File: config.mk
export PLATFORM = sky130hd
export DESIGN_NAME = status_led_pattern_generator_core
export DESIGN_NICKNAME = d
export VERILOG_FILES = /design/src/design/slpg_pkg.sv /design/src/design/slpg_cfg.sv /design/src/design/slpg_step.sv /design/src/design/status_led_pattern_generator_core.sv
export SDC_FILE = /design/constraint.sdc
export NUM_CORES = 1
export LEC_CHECK = 0
export BUFFER_PORTS_ARGS = -buffer_cell sky130_fd_sc_hd__buf_2
export CORE_MARGIN = 5
export CORE_UTILIZATION = 50
export DETAILED_ROUTE_END_ITERATION = 6
export PLACE_DENSITY = 0.76
export SETUP_SLACK_MARGIN = 0.02
export SLEW_MARGIN = 15
export SYNTH_ARGS = -nofsm -noshare
export SYNTH_HDL_FRONTEND = slang
export SYNTH_SLANG_ARGS = --single-unit
File: constraint.sdc
create_clock -name clk -period 13.8 [get_ports clk]
set_clock_uncertainty 0.2 [all_clocks]
set_input_delay 0.69 -clock clk [delete_from_list [all_inputs] [get_ports clk]]
set_output_delay 0.69 -clock clk [all_outputs]
set_load 0.02 [all_outputs]
File: src/design/slpg_pkg.sv
package slpg_pkg;

	// Configuration register indexes
	typedef enum logic [1:0] {
		CFG_SHORT_INTERVAL = 2'd0,
		CFG_HEARTBEAT_PAUSE = 2'd1,
		CFG_BLINK_GROUP_GAP = 2'd2
	} cfg_index_t;

	// Configuration reset values
	localparam logic [15:0] SHORT_INTERVAL_RST = 16'd100;
	localparam logic [15:0] HEARTBEAT_PAUSE_RST = 16'd700;
	localparam logic [15:0] BLINK_GROUP_GAP_RST = 16'd1000;

	// Motor state codes
	localparam logic [2:0] MS_NO_CALIB = 3'd0;
	localparam logic [2:0] MS_RUNNING = 3'd1;
	localparam logic [2:0] MS_FINISH = 3'd2;
	localparam logic [2:0] MS_STOP = 3'd3;
	localparam logic [2:0] MS_OVERLOAD = 3'd4;
	localparam logic [2:0] MS_STALL = 3'd5;

	// Heartbeat phase codes: on, off, on, long pause
	localparam logic [1:0] HB_PHASE_ONE = 2'd0;
	localparam logic [1:0] HB_PHASE_TWO = 2'd1;
	localparam logic [1:0] HB_PHASE_FOUR = 2'd3;

	// Saturation limit of the blink counter
	localparam logic [1:0] BLINK_MAX = 2'd3;

	// Blink sequencer: short on, short off, group gap
	typedef enum logic [2:0] {
		BL_ON = 3'b001,
		BL_OFF = 3'b010,
		BL_GAP = 3'b100
	} blink_phase_t;

	typedef struct packed {
		logic [15:0] elapsed_ms;
		logic [2:0] motor_state;
	} in_item_t;

	typedef struct packed {
		logic led_status_level;
		logic led_code_level;
	} out_item_t;

	typedef struct packed {
		logic [15:0] short_interval_ms;
		logic [15:0] heartbeat_pause_ms;
		logic [15:0] blink_group_gap_ms;
	} cfg_t;

	typedef struct packed {
		logic [31:0] ms_clock;
		logic [31:0] heartbeat_stamp;
		logic [1:0] heartbeat_phase;
		logic [31:0] blink_stamp;
		blink_phase_t blink_phase;
		logic [1:0] blinks_done;
		logic status_led;
		logic code_led;
	} state_t;

endpackage

File: src/design/slpg_cfg.sv
module slpg_cfg import slpg_pkg::*; (
	input logic clk,
	input logic arst_n,
	input logic wr_en,
	input logic [1:0] wr_index,
	input logic [15:0] wr_data,
	output cfg_t cfg
);

	cfg_t cfg_q;

	// Register file; indexes past the list are dropped
	always_ff @(posedge clk or negedge arst_n) begin
		if (!arst_n) begin
			cfg_q.short_interval_ms <= SHORT_INTERVAL_RST;
			cfg_q.heartbeat_pause_ms <= HEARTBEAT_PAUSE_RST;
			cfg_q.blink_group_gap_ms <= BLINK_GROUP_GAP_RST;
		end else if (wr_en) begin
			case (wr_index)
				CFG_SHORT_INTERVAL: cfg_q.short_interval_ms <= wr_data;
				CFG_HEARTBEAT_PAUSE: cfg_q.heartbeat_pause_ms <= wr_data;
				CFG_BLINK_GROUP_GAP: cfg_q.blink_group_gap_ms <= wr_data;
				default: ;
			endcase
		end
	end

	assign cfg = cfg_q;

endmodule

File: src/design/slpg_step.sv
module slpg_step import slpg_pkg::*; (
	input in_item_t item,
	input cfg_t cfg,
	input state_t st,
	output state_t st_next,
	output out_item_t res
);

	logic [31:0] clk_new;
	logic enable;
	logic heartbeat;
	logic [1:0] target;
	logic [15:0] hb_limit;
	logic hb_passed;
	logic bl_short_passed;
	logic bl_gap_passed;
	logic [1:0] done_inc;

	// Advance the wrapping millisecond clock
	assign clk_new = st.ms_clock + {16'd0, item.elapsed_ms};

	// Interval tests: (clock - stamp) mod 2^32 strictly above the interval
	assign hb_limit = (st.heartbeat_phase == HB_PHASE_FOUR) ? cfg.heartbeat_pause_ms
		: cfg.short_interval_ms;
	assign hb_passed = (clk_new - st.heartbeat_stamp) > {16'd0, hb_limit};
	assign bl_short_passed = (clk_new - st.blink_stamp) > {16'd0, cfg.short_interval_ms};
	assign bl_gap_passed = (clk_new - st.blink_stamp) > {16'd0, cfg.blink_group_gap_ms};
	assign done_inc = (st.blinks_done != BLINK_MAX) ? st.blinks_done + 2'd1 : st.blinks_done;

	// Motor state decode: LED0 enable, heartbeat, blink count
	always_comb begin
		enable = 1'b0;
		heartbeat = 1'b0;
		target = 2'd0;
		case (item.motor_state)
			MS_NO_CALIB: target = 2'd1;
			MS_RUNNING: begin
				enable = 1'b1;
				heartbeat = 1'b1;
			end
			MS_FINISH: enable = 1'b1;
			MS_OVERLOAD: begin
				enable = 1'b1;
				target = 2'd3;
			end
			MS_STALL: target = 2'd2;
			default: ;
		endcase
	end

	// Next state for both LEDs
	always_comb begin
		st_next = st;
		st_next.ms_clock = clk_new;

		// LED0
		if (enable) begin
			if (heartbeat) begin
				if (hb_passed) begin
					st_next.status_led = st.heartbeat_phase[0];
					st_next.heartbeat_stamp = clk_new;
					st_next.heartbeat_phase = st.heartbeat_phase + 2'd1;
				end
			end else begin
				st_next.status_led = 1'b1;
				st_next.heartbeat_phase = HB_PHASE_ONE;
			end
		end else begin
			st_next.status_led = 1'b0;
		end

		// LED1
		case (st.blink_phase)
			BL_ON: begin
				if (bl_short_passed) begin
					st_next.code_led = 1'b0;
					st_next.blink_stamp = clk_new;
					st_next.blink_phase = BL_OFF;
				end
			end
			BL_OFF: begin
				if (bl_short_passed) begin
					st_next.blinks_done = done_inc;
					st_next.blink_stamp = clk_new;
					if (target > done_inc) begin
						st_next.code_led = 1'b1;
						st_next.blink_phase = BL_ON;
					end else begin
						st_next.code_led = 1'b0;
						st_next.blink_phase = BL_GAP;
					end
				end
			end
			default: begin
				if (bl_gap_passed) begin
					st_next.blinks_done = 2'd0;
					st_next.code_led = (target != 2'd0);
					st_next.blink_stamp = clk_new;
					st_next.blink_phase = BL_ON;
				end
			end
		endcase
	end

	assign res.led_status_level = st_next.status_led;
	assign res.led_code_level = st_next.code_led;

endmodule

File: src/design/status_led_pattern_generator_core.sv
// Path: an accepted item passes through the input register and then the result register.
// Throughput: one item per cycle unless out_stall holds the result register; the LED
// state is updated in the same cycle that writes the result register, so the next item
// sees it at once. Reset: arst_n clears the millisecond clock, stamps, phases and both
// LEDs, and loads the interval registers with 100, 700 and 1000 ms. Configuration writes
// are always accepted, since cfg_ready is tied high.
module status_led_pattern_generator_core import slpg_pkg::*; (
	input logic clk,
	input logic arst_n,
	input logic in_valid,
	output logic in_stall,
	input in_item_t in_item,
	output logic out_valid,
	input logic out_stall,
	output out_item_t out_item,
	input logic cfg_valid,
	output logic cfg_ready,
	input logic [1:0] cfg_index,
	input logic [15:0] cfg_data
);

	logic valid_s1;
	in_item_t item_s1;
	logic out_valid_q;
	out_item_t out_item_q;
	state_t st_q;
	state_t st_next;
	out_item_t res;
	cfg_t cfg;
	logic out_free;
	logic fire;

	assign cfg_ready = 1'b1;

	slpg_cfg u_cfg (
		.clk (clk),
		.arst_n (arst_n),
		.wr_en (cfg_valid & cfg_ready),
		.wr_index (cfg_index),
		.wr_data (cfg_data),
		.cfg (cfg)
	);

	slpg_step u_step (
		.item (item_s1),
		.cfg (cfg),
		.st (st_q),
		.st_next (st_next),
		.res (res)
	);

	// Handshake: result register frees up when empty or taken
	assign out_free = !out_valid_q || !out_stall;
	assign fire = valid_s1 && out_free;
	assign in_stall = valid_s1 && !out_free;

	// Input register
	always_ff @(posedge clk or negedge arst_n) begin
		if (!arst_n) begin
			valid_s1 <= 1'b0;
		end else if (!in_stall) begin
			valid_s1 <= in_valid;
		end
	end

	always_ff @(posedge clk) begin
		if (in_valid && !in_stall) begin
			item_s1 <= in_item;
		end
	end

	// LED state, updated once per item
	always_ff @(posedge clk or negedge arst_n) begin
		if (!arst_n) begin
			st_q.ms_clock <= 32'd0;
			st_q.heartbeat_stamp <= 32'd0;
			st_q.heartbeat_phase <= HB_PHASE_ONE;
			st_q.blink_stamp <= 32'd0;
			st_q.blink_phase <= BL_ON;
			st_q.blinks_done <= 2'd0;
			st_q.status_led <= 1'b0;
			st_q.code_led <= 1'b0;
		end else if (fire) begin
			st_q <= st_next;
		end
	end

	// Result register
	always_ff @(posedge clk or negedge arst_n) begin
		if (!arst_n) begin
			out_valid_q <= 1'b0;
		end else if (out_free) begin
			out_valid_q <= valid_s1;
		end
	end

	always_ff @(posedge clk) begin
		if (fire) begin
			out_item_q <= res;
		end
	end

	assign out_valid = out_valid_q;
	assign out_item = out_item_q;

	// The clock advances by exactly the elapsed time of each item
	a_clock_adv: assert property (@(posedge clk) disable iff (!arst_n)
		fire |=> st_q.ms_clock == $past(st_q.ms_clock) + {16'd0, $past(item_s1.elapsed_ms)})
		else $error("ms clock did not advance by elapsed time");

	// State only moves when an item is processed
	a_state_hold: assert property (@(posedge clk) disable iff (!arst_n)
		!fire |=> $stable(st_q))
		else $error("LED state changed without an item");

	// Stop code forces LED0 off
	a_stop_off: assert property (@(posedge clk) disable iff (!arst_n)
		(fire && item_s1.motor_state == MS_STOP) |=> !out_item_q.led_status_level)
		else $error("LED0 on in stop state");

	// Finish and overload hold LED0 on
	a_steady_on: assert property (@(posedge clk) disable iff (!arst_n)
		(fire && (item_s1.motor_state == MS_FINISH || item_s1.motor_state == MS_OVERLOAD))
		|=> out_item_q.led_status_level && st_q.heartbeat_phase == HB_PHASE_ONE)
		else $error("LED0 not steady on");

	// Input side stalls only while an item is held
	a_stall_held: assert property (@(posedge clk) disable iff (!arst_n)
		in_stall |-> valid_s1 && out_valid_q && out_stall)
		else $error("input stalled without a held item");

endmodule
# Word-level counts from Yosys, hierarchy flattened
# Index checks and enable logic that the tools add are counted.
# totals
reg_bits	176
elab_cells	82
inputBits	42
# op_classes
n_mux	21
n_bitwise	1
eq_ne	13
magnitude_cmp	4
addsub	5
n_reduce_logical	21
# op_table
operator	n
32-bit by 16-bit > comparator with 1-bit output	3
37-bit two-way mux	2
35-bit case mux with 2 select lines	1
32-bit subtractor	2
35-bit two-way mux	1
32-bit by 16-bit adder with 32-bit output	1
16-bit two-way mux	1
4-bit AND reduction	3
1-bit two-way mux	9
3-bit by 1-bit equality test with 1-bit output (second input constant)	2
3-bit by 2-bit equality test with 1-bit output (second input constant)	2
3-bit equality test (second input constant)	2
2-bit two-way mux	3
2-bit case mux with 3 select lines	1
2-bit AND reduction	3
2-bit by 1-bit adder with 2-bit output (second input constant)	2
2-bit equality test (second input constant)	2
1-bit logical NOT	4
2-bit by 1-bit inequality test with 1-bit output (second input constant)	2
2-bit inequality test (second input constant)	2
2-bit case mux with 2 select lines	1
2-bit nonzero test	2
1-bit logical AND	3
3-bit logical NOT	1
10 further kinds	10

# Logic depth before layout (Yosys ltp)
# Gate-level depths: netlist of the first run.
# depth
depth_word	6
ltp_mapped	34
mapped_depth_nobuf	31

# Modules after synthesis
# From an unflattened synthesis of the first run, not the netlist that was laid out.
# hier_totals
hier_cells	1379
hier_area_um2	13859.5
# modules_own_cells
mod	area_per_inst_um2	cells_per_inst	n_inst
slpg_step	7395.8	1025	1
status_led_pattern_generator_core	4629.4	252	1
slpg_cfg	1834.3	102	1

# Worst setup path before layout of the first run
# No wires, ideal clock.
# synth_path
path_type	flip-flop to flip-flop
startpoint	register st_q[73] (netlist bit)
endpoint	register st_q[52] (netlist bit)
t_arrival_ns	6.204
slack_ns	7.272
setup_ns	0.125
stages_incl_launch_ff	31
cell_sequence	dfrtp_1 -> ha_1 -> inv_1 -> fa_1 -> nor2b_1 -> o21ai_1 -> a21oi_1 -> o21ai_1 -> nand2_1 -> a21o_1 -> a21oi_1 -> xnor2_1 -> ha_1 -> and2_1 -> a221oi_2 -> nand4_1 -> nand2_1 -> o21ai_0 -> xor2_1 -> ha_1 -> nand4_1 -> or4_1 -> nor3_1 -> a31oi_1 -> a2111oi_2 -> nand4b_1 -> nor4_1 -> nand4b_1 -> o21ai_2 -> buf_4 -> mux2_2
# synth_between
elab_chain_cells	4
# synth_rtl
item	line	source
from (decl)	status_led_pattern_generator_core.sv:26	state_t st_q;
from (signal assigned)	status_led_pattern_generator_core.sv:84	st_q <= st_next;
32-bit by 16-bit adder with 32-bit output *	slpg_step.sv:20	assign clk_new = st.ms_clock + {16'd0, item.elapsed_ms};
32-bit subtractor	slpg_step.sv:25	assign hb_passed = (clk_new - st.heartbeat_stamp) > {16'd0, hb_limit};
32-bit by 16-bit > comparator with 1-bit output	slpg_step.sv:25	
4-bit AND reduction (no source line)	-	
# Every way passes the cells marked *; elsewhere a longest branch is shown, timed or not.
# A chain may end at the register's enable or synchronous reset.

# Final worst setup path of the first run
# layout_path
startpoint	register st_q[73] (netlist bit)
endpoint	register st_q[72] (netlist bit)
# Same word-level chain as after synthesis.

==> results of run 1 <==
==> worst paths after layout <==
path                             start       endpoint  slack (ns)
max                           st_q[73]       st_q[72]        5.62
min                             arst_n  u_cfg.cfg[35]        0.11
max reg2reg                   st_q[73]       st_q[72]        5.62
min reg2reg                  st_q[104]      st_q[104]        0.27
max in group asynchronous       arst_n       st_q[91]       11.91
min in group clk           in_item[17]    item_s1[17]        0.22
==> flip-flops by register name, indices dropped and copies added, names as in the netlist <==
register,count
item_s1,19
out_valid,1
out_item,2
st_q,105
valid_s1,1
u_cfg.cfg,48
==> cell families after synthesis <==
group / Yosys count / synth area share [%]
mux: 82 / 6.98
other cells: 1 / 0.0292
flops: 176 / 35.2
simple gates: 419 / 15.0
xor+xnor: 93 / 6.44
buf+inv: 171 / 5.33
fa+ha+maj: 132 / 13.0
compound gates: 363 / 17.9
==> critical path: cells and delay by family, from the launching register on <==
kind / cells / cell delay, ns
and+or+nand+nor: 11 / 2.66
AOI/OAI and AO/OA: 10 / 2.13
adders and majority gates: 4 / 1.28
xor gates and xnor gates: 2 / 0.59
buffers and inverters: 2 / 0.45
muxes: 1 / 0.38
DFF: 1 / 0.35
==> synthesized netlist by cell type (6+ instances only) <==
library cell | n | share of area [%]
o21a_1 | 14 | 0.82
nand4_1 | 26 | 1.3
xor2_1 | 36 | 2.5
nand3_1 | 19 | 0.74
o211ai_1 | 12 | 0.70
o31ai_1 | 6 | 0.35
o21ai_0 | 93 | 3.6
nor3_1 | 25 | 0.97
nor4_1 | 8 | 0.39
o21ai_1 | 11 | 0.43
clkbuf_1 | 27 | 0.79
edfxtp_1 | 21 | 4.9
nor2b_1 | 11 | 0.54
dfstp_2 | 16 | 3.3
buf_2 | 10 | 0.39
nand2_1 | 177 | 5.2
ha_1 | 129 | 13
dfrtp_1 | 139 | 27
o22ai_1 | 7 | 0.34
a21oi_1 | 97 | 3.8
mux2i_1 | 21 | 1.6
xnor2_1 | 56 | 3.8
inv_1 | 126 | 3.7
and3_1 | 10 | 0.49
a21o_1 | 32 | 1.9
nor2_1 | 91 | 2.7
nand2b_1 | 21 | 1.0
a211oi_1 | 9 | 0.53
a31oi_1 | 16 | 0.78
mux2_2 | 61 | 5.3
==> layer usage <==
layer,up-vias,GRT usage (%)
met5,-,0
met4,0,6.32
met3,41,3.16
met2,340,33.9
met1,4993,31.4
li1,5150,-
==> cell usage in the layout, fill, tap and decap left out, types with 10 or more instances in the layout <==
| master | synthesis | routed |
|---|---|---|
| nor2_1 | 91 | 91 |
| xnor2_1 | 56 | 56 |
| dfstp_2 | 16 | 16 |
| mux2_2 | 61 | 61 |
| mux2i_1 | 21 | 21 |
| clkbuf_16 | 0 | 17 |
| edfxtp_1 | 21 | 21 |
| and3_1 | 10 | 10 |
| o21a_1 | 14 | 14 |
| nand4_1 | 26 | 26 |
| nor3_1 | 25 | 25 |
| o211ai_1 | 12 | 12 |
| a21oi_1 | 97 | 97 |
| a31oi_1 | 16 | 16 |
| xor2_1 | 36 | 36 |
| nor2b_1 | 11 | 11 |
| nand2_1 | 177 | 177 |
| nand3_1 | 19 | 19 |
| ha_1 | 129 | 129 |
| inv_1 | 126 | 126 |
| o21ai_0 | 93 | 93 |
| nand2b_1 | 21 | 21 |
| o21ai_1 | 11 | 11 |
| a21o_1 | 32 | 32 |
| buf_2 | 10 | 44 |
| dfrtp_1 | 139 | 139 |
==> layout make-up <==
| type | count | area (sq um) |
|---|---|---|
| Fill cell | 2280 | 11300 |
| Multi-Input combinational cell | 1090 | 7660 |
| Sequential cell | 176 | 4530 |
| Inverter | 127 | 477 |
| Clock buffer | 17 | 425 |
| Tap cell | 330 | 413 |
| Timing Repair Buffer | 50 | 269 |
| Clock inverter | 15 | 168 |
==> per-stage QoR <==
step | area, sq um | hold slack (ns)
after floorplan | 12900 | 0.194
after global placement | 13300 | 0.263
after detailed placement | 13300 | 0.264
after CTS | 13900 | 0.132
after global routing | 13900 | 0.184
final | 13900 | 0.114
==> run metrics, run 1 <==
clock root cell clkbuf_16; Crit Path Category flip-flop to flip-flop; CORE AREA 25300 sq um; layout cells sized above 1 12.3%; WP data arrival about 8.3 ns; # H-tree levels 4; WL per Instance approximately 17 um; clk sink count between 150 and 200; Met3 Wirelength 1670 um; GPL Wtd Cong 0.897; total wire length 30800 um; number of global-route vias before repair ~10000; max cap viols 0; First-pass DRT Iterations 5; reg2reg path depth 30; Cell Count, Final, Fillers Out 1805; met1 wire length approximately 15000 um; cts bufs inserted 17; detailed-route via count between 10000 and 15000; worst endpoint required time 13.92 ns; sequential area share after synthesis 35.2%; Final Net Count 1636; DRT iter0 DRCs 835; cell row count 58; Tcrit/Tclk final 59.3%; Initial Util 50.9%; CP endpoint kind flip-flop; Slew HR 26.0%; vias per cell approximately 5.8; Synth Net Count 1611; #FFs+latches synth 176; worst skew pair latency 0.44 ns; initial antenna violation count 0; Overall Global Routing Usage 21.7%; Setup TNS 0 ns; detailed placement HPWL around 24000 um; die area 29000 sq um; status completed; Highest Signal Layer met4; nature of the critical path startpoint flip-flop; RSZ-0062 raised after global routing false; # diodes 0; Hold Path Class input pin to asynchronous set/reset pin; # DRC 0; maximum fanout along the worst path 25; delay of the slowest critical-path stage 0.60 ns; Slew Limit Fails 0; Top FF cell, synth dfrtp_1; ys async rst share about nine tenths; post-route ant nets 0; Area Overhead vs Synth 8.46%; Post-Syn Area 12900 sq um; CTS Buffer Depth 2; min cycle time layout 8.18 ns; largest net degree at the start of global routing 91; Clock transition at path regs 0.08 ns; final setup margin 5.62 ns; cts hold-fix bufs 0; Resize count post-CTS 0; syn_area_per_cell 8.94 sq um; Post-synth EDFFs 21; Slowest cell on crit path o21ai_4; num ports 47; pre-CTS setup slack ~5.8 ns; Final setup viols 0; Layout Utilization 55.2%; warnings from Yosys 0; first-pass GRT wire length just over 50000 um; FMAX 0.122 GHz; Post-CTS Setup Bufs 0; Placed Instances 1773; CP dominant cell by count ha_1; Buffers on Ports 45; Die Width between 150 and 200 um; DIE HEIGHT 170 um; final hold viol count 0; Slew @ Worst Pin 1.11 ns; global route total overflow 0; Distinct cells, synth 79; met2 wire length ~14000 um; CTS tree yes; cell count after synthesis 1437
Power of run 1 is not shown: default switching activity piles up to over one toggle a cycle in this logic, so the estimate is an artifact.
==> run 2: changes to the inputs <==
clock period = 8.38 ns   (was 13.8 ns; I/O delays follow)
==> run 2 against run 1 <==
  * Sequential cell count stayed put
  * Worst hold slack worse by 0.095 ns
  * Wire length is 1.0% higher
  * Maximum frequency is 5.8% higher
  * Utilization is 1.2 points higher
  * Global-route usage is 0.27 points higher
  * Die area stayed put
  * First-iteration DRC count is 16% lower
  * Cell area is 2.2% higher
  * Via count is 0.22% higher
  * Critical endpoint is now st_q[71]
==> run metrics, run 2 (synthesis gave the netlist of run 1 again) <==
Final setup viols 0; die area between 20000 and 30000 sq um; RSZ-0062 raised after global routing false; detailed-route via count 10500; worst skew pair latency between 0.4 and 0.5 ns; Slew Limit Fails 0; fillers 2265; GPL Wtd Cong 0.969; total wire length 31100 um; DRT iter0 DRCs 699; CP dominant cell by count ha_1; Placed Instances between 1500 and 2000; commonest non-fill, non-tap cells in the layout 177 x nand2_1, 139 x dfrtp_1, 129 x ha_1; CTS tree yes; register area around 4500 sq um; largest net degree at the start of global routing 92; Clock transition at path regs 0.08 ns; Largest register FFs 105; nature of the critical path startpoint flip-flop; max cap viols 0; Slew @ Worst Pin 1.17 ns; Slowest cell on crit path or4_1; # DRC 0; first-pass GRT wire length 51900 um; initial antenna violation count 0; Slew HR 22.3%; global route total overflow 0; min cycle time layout slightly below 8 ns; most common cell after layout, fill and taps aside nand2_1; detailed placement HPWL 24100 um; cell row count 58; final hold viol count 0; worst endpoint required time 8.50 ns; WL per Instance 17.0 um; Buffers on Ports 45; CP endpoint kind flip-flop; Area Overhead vs Synth 10.9%; Final Net Count 1666; layout cells sized above 1 12.6%; clock root cell clkbuf_16; Crit Path Category flip-flop to flip-flop; Setup TNS 0 ns; post-route ant nets 0; delay of the slowest critical-path stage 0.57 ns; # H-tree levels 4; Hold Path Class input pin to flip-flop; WP data arrival about 7.9 ns; CTS Buffer Depth 2; DIE HEIGHT around 170 um; multi-input logic area 7670 sq um; First-pass DRT Iterations 5; Initial Util around half; Cell Count, Final, Fillers Out 1835; FMAX 0.129 GHz; status completed; Die Width 170 um; # diodes 0; vias per cell 5.75; maximum fanout along the worst path 14; cts bufs inserted 17; Reg with most FFs st_q; number of global-route vias before repair 10300; clk sink count 176; Overall Global Routing Usage 22.0%; Tcrit/Tclk final between 90% and 100%; CORE AREA 25300 sq um; num ports 47
==> run 2: cell types whose count changed in the layout (fill, tap and decap cells not counted), sizes merged <==
cell / change
buf: +7
bufinv: +1
dlygate4sd3: +23
inv: -1
==> run 2: layout make-up <==
| cell class | instances | area share [%] |
|---|---|---|
| multi-input combinational | 1090 | 53.8 |
| sequential | 176 | 31.8 |
| timing repair buffer | 80 | 3.96 |
| inverter | 127 | 3.35 |
| clock buffer | 17 | 2.99 |
| tap | 330 | 2.90 |
| clock inverter | 15 | 1.21 |
==> run 2: repair_timing <==
action | 4_1_cts | 5_1_grt
endpoints found under the hold margin | 97 | 0
buffers inserted | 0 | 0
endpoints found under the setup margin | 0 | 19
hold buffers | 23 | 0
resized for setup | 0 | 2
==> run 2: through the flow <==
step	hold WS [ns]	area (sq um)	setup slack (ns)	util (%)
final	0.0181	14200	0.641	56.4
after global routing	0.0179	14200	0.0589	56.4
after CTS	0.00547	14200	0.589	56.4
after detailed placement	0.268	13400	0.636	53.1
after global placement	0.262	13400	0.859	53.1
after floorplan	-0.0766	12900	1.85	-
==> run 2: layer usage <==
layer / vias up / part of all wire, % / global-route usage, %
li1: 5198 / - / -
met1: 5044 / 48 / 31.7
met2: 264 / 45 / 34.7
met3: 41 / 5.2 / 3.41
met4: 0 / 1.7 / 5.56
met5: - / 0 / 0
==> run 2: worst max-delay path: cells and delay by family (launching register included) <==
| family | cells | cell delay, ns |
|---|---|---|
| mux | 1 | 0.36 |
| xor+xnor | 2 | 0.57 |
| flops | 1 | 0.35 |
| buf+inv | 2 | 0.35 |
| simple gates | 10 | 2.38 |
| compound gates | 9 | 2.10 |
| fa+ha+maj | 4 | 1.29 |
==> run 2: final timing paths <==
check / startpoint / endpoint / slack (ns) / cells after the start
min in group asynchronous: arst_n / u_cfg.cfg[4] / 0.43 / 2
max in group asynchronous: arst_n / st_q[95] / 6.19 / 3
worst min-delay path: cfg_data[9] / u_cfg.cfg[41] / 0.02 / 3
worst min register to register: st_q[104] / st_q[104] / 0.28 / 1
worst max register to register: st_q[73] / st_q[71] / 0.64 / 28
worst max-delay path: st_q[73] / st_q[71] / 0.64 / 28
Power of run 2 is left out for the same reason.
==> run 3: changes to the inputs <==
ABC_AREA = 1   (was default)
PLACE_DENSITY = 0.75   (was 0.76)
clock period = 9.05 ns   (was 8.38 ns; I/O delays follow)
==> run 3 against run 2 <==
  * The run now ends with DRC left
  * Maximum frequency grew 20%
  * Final cell count up 28%
  * Non-clock buffer count fell by 8
  * Die area grew 6.7%
  * Critical path type unchanged
  * Critical endpoint is now st_q[53]
==> run metrics, run 3 <==
FMAX 0.156 GHz; CP endpoint kind flip-flop; clk sink count 176; r2r startpoint st_q[73]; Reg with most FFs st_q; most common cell after layout, fill and taps aside nand2_1; First-pass DRT Iterations 7; Setup TNS 0 ns; ranking of synthesized cells by area dfrtp_1 25%, nand2_1 15%, ha_1 12%; # DRC 1; delay of the slowest critical-path stage 0.66 ns; syn_area_per_cell 7.08 sq um; GPL Wtd Cong 0.970; detailed placement HPWL between 20000 and 30000 um; flop2flop setup slack between 2 and 3 ns; warnings from Yosys 0; Slew Limit Fails 0; initial antenna violation count 0; min cycle time layout 6.42 ns; Hold Path Depth 3; total wire length about 37000 um; Buffers on Ports 45; nature of the critical path startpoint flip-flop; WL per Instance 15.5 um; global route total overflow 0; ys async rst share 88.1%; worst endpoint required time about 9.2 ns; post-route ant nets 0; Endpoint, Worst Hold valid_s1; DIE HEIGHT roughly 180 um; commonest non-fill, non-tap cells in the layout 538 x nand2_1, 280 x inv_1, 149 x nor2_1; reg2reg path depth 34; maximum fanout along the worst path 50; clock root cell clkbuf_16; cell row count 60; #FFs+latches synth 176; Post-Syn Area 13800 sq um; CTS tree yes; Slew @ Worst Pin 1.13 ns; Final setup viols 0; count leader, synth nand2_1; Area Overhead vs Synth 9.60%; Post-CTS Setup Bufs 0; Synth Net Count approximately 2100; status complete, but fails checks; CP dominant cell by count nand2_1; layout cells sized above 1 9.69%; detailed-route via count 12600; hold_sp in_valid; failing checks DRC; largest net degree at the start of global routing 94; Die Width between 150 and 200 um; hold slack about 0.019 ns; number of global-route vias before repair around 12000; Largest register FFs between 100 and 150; cts hold-fix bufs 20; Hold Path Class input pin to flip-flop; Slew HR approximately 24%; final hold viol count 0; Slowest cell on crit path inv_2; commonest cells in the netlist 538 x nand2_1, 280 x inv_1, 150 x nor2_1; Final Net Count roughly 2200; die area 30900 sq um; # diodes 0; num ports 47; Distinct cells, synth about 50; cts bufs inserted 17; Initial Util 50.9%; Synth area leader dfrtp_1; RSZ-0062 raised after global routing false; CTS Buffer Depth 2; cell count after synthesis 1945; Resize count post-CTS 0; Clock transition at path regs 0.08 ns; CORE AREA 27000 sq um; max cap viols 0; Crit Path Category flip-flop to flip-flop; Post-synth EDFFs 21; DRT iter0 DRCs 1002; sequential area share after synthesis 32.9%; worst skew pair latency 0.46 ns; Top FF cell, synth dfrtp_1; WP data arrival 6.58 ns; Tcrit/Tclk final 71.0%; Synth top area share 25.3%; Overall Global Routing Usage between 20% and 30%; # H-tree levels 4; terminus of the critical flop-to-flop path st_q[53]; vias per cell 5.34; first-pass GRT wire length 60500 um
## run 3: worst max path at each step
stage	end	startpoint
floorplan	st_q[68]	st_q[73]
global placement	st_q[71]	st_q[73]
detailed placement	st_q[68]	st_q[73]
CTS	st_q[53]	st_q[73]
global route	st_q[53]	st_q[73]
finish	st_q[53]	st_q[73]
## run 3: worst max-delay path, delay by kind of cell, from the launching register on
kind | cells | cell delay [ns]
compound gates | 5 | 1.00
xor+xnor | 2 | 0.66
fa+ha+maj | 4 | 1.26
buf+inv | 2 | 0.71
flops | 1 | 0.35
simple gates | 21 | 2.11
## run 3: kinds of logic (layout without fill, tap and decap cells)
kind of cell,count (synthesis),in the layout,share of synthesized area [%]
adder cells (fa/ha/maj),132,132,12.2
AO/OA/AOI/OAI,292,292,11.2
other,1,1,0.0272
buffers and inverters,320,388,9.33
multiplexers,1,1,0.0818
AND/OR/NAND/NOR,963,963,30.4
XOR/XNOR,60,60,3.87
flip-flops,176,176,32.9
## run 3: final cells by class
class | instances | area, sq um
Fill cell | 2561 | 11900
Multi-Input combinational cell | 1449 | 7960
Sequential cell | 176 | 4530
Inverter | 284 | 1070
Timing Repair Buffer | 72 | 484
Clock buffer | 18 | 429
Tap cell | 341 | 427
Clock inverter | 14 | 191
## run 3: through the flow
step | area (sq um) | worst slack (ns) | instances | util [%]
3_3_place_gp | 14300 | 2.82 | 2302 | 52.8
5_1_grt | 15100 | 1.95 | 2354 | 55.8
4_1_cts | 15100 | 2.70 | 2354 | 55.8
2_1_floorplan | 13800 | 3.96 | 1945 | -
6_report | 15100 | 2.63 | 2354 | 55.8
3_5_place_dp | 14300 | 2.76 | 2302 | 52.8
## run 3: per-layer routing
metal | vias to the layer above | GRT usage [%] | routed length (um)
li1 | 6390 | - | -
met1 | 5794 | 33.4 | 17400
met2 | 343 | 39.4 | 16600
met3 | 50 | 3.16 | 1740
met4 | 0 | 7.28 | 826
met5 | - | 0 | 0
Power of run 3 is left out for the same reason.
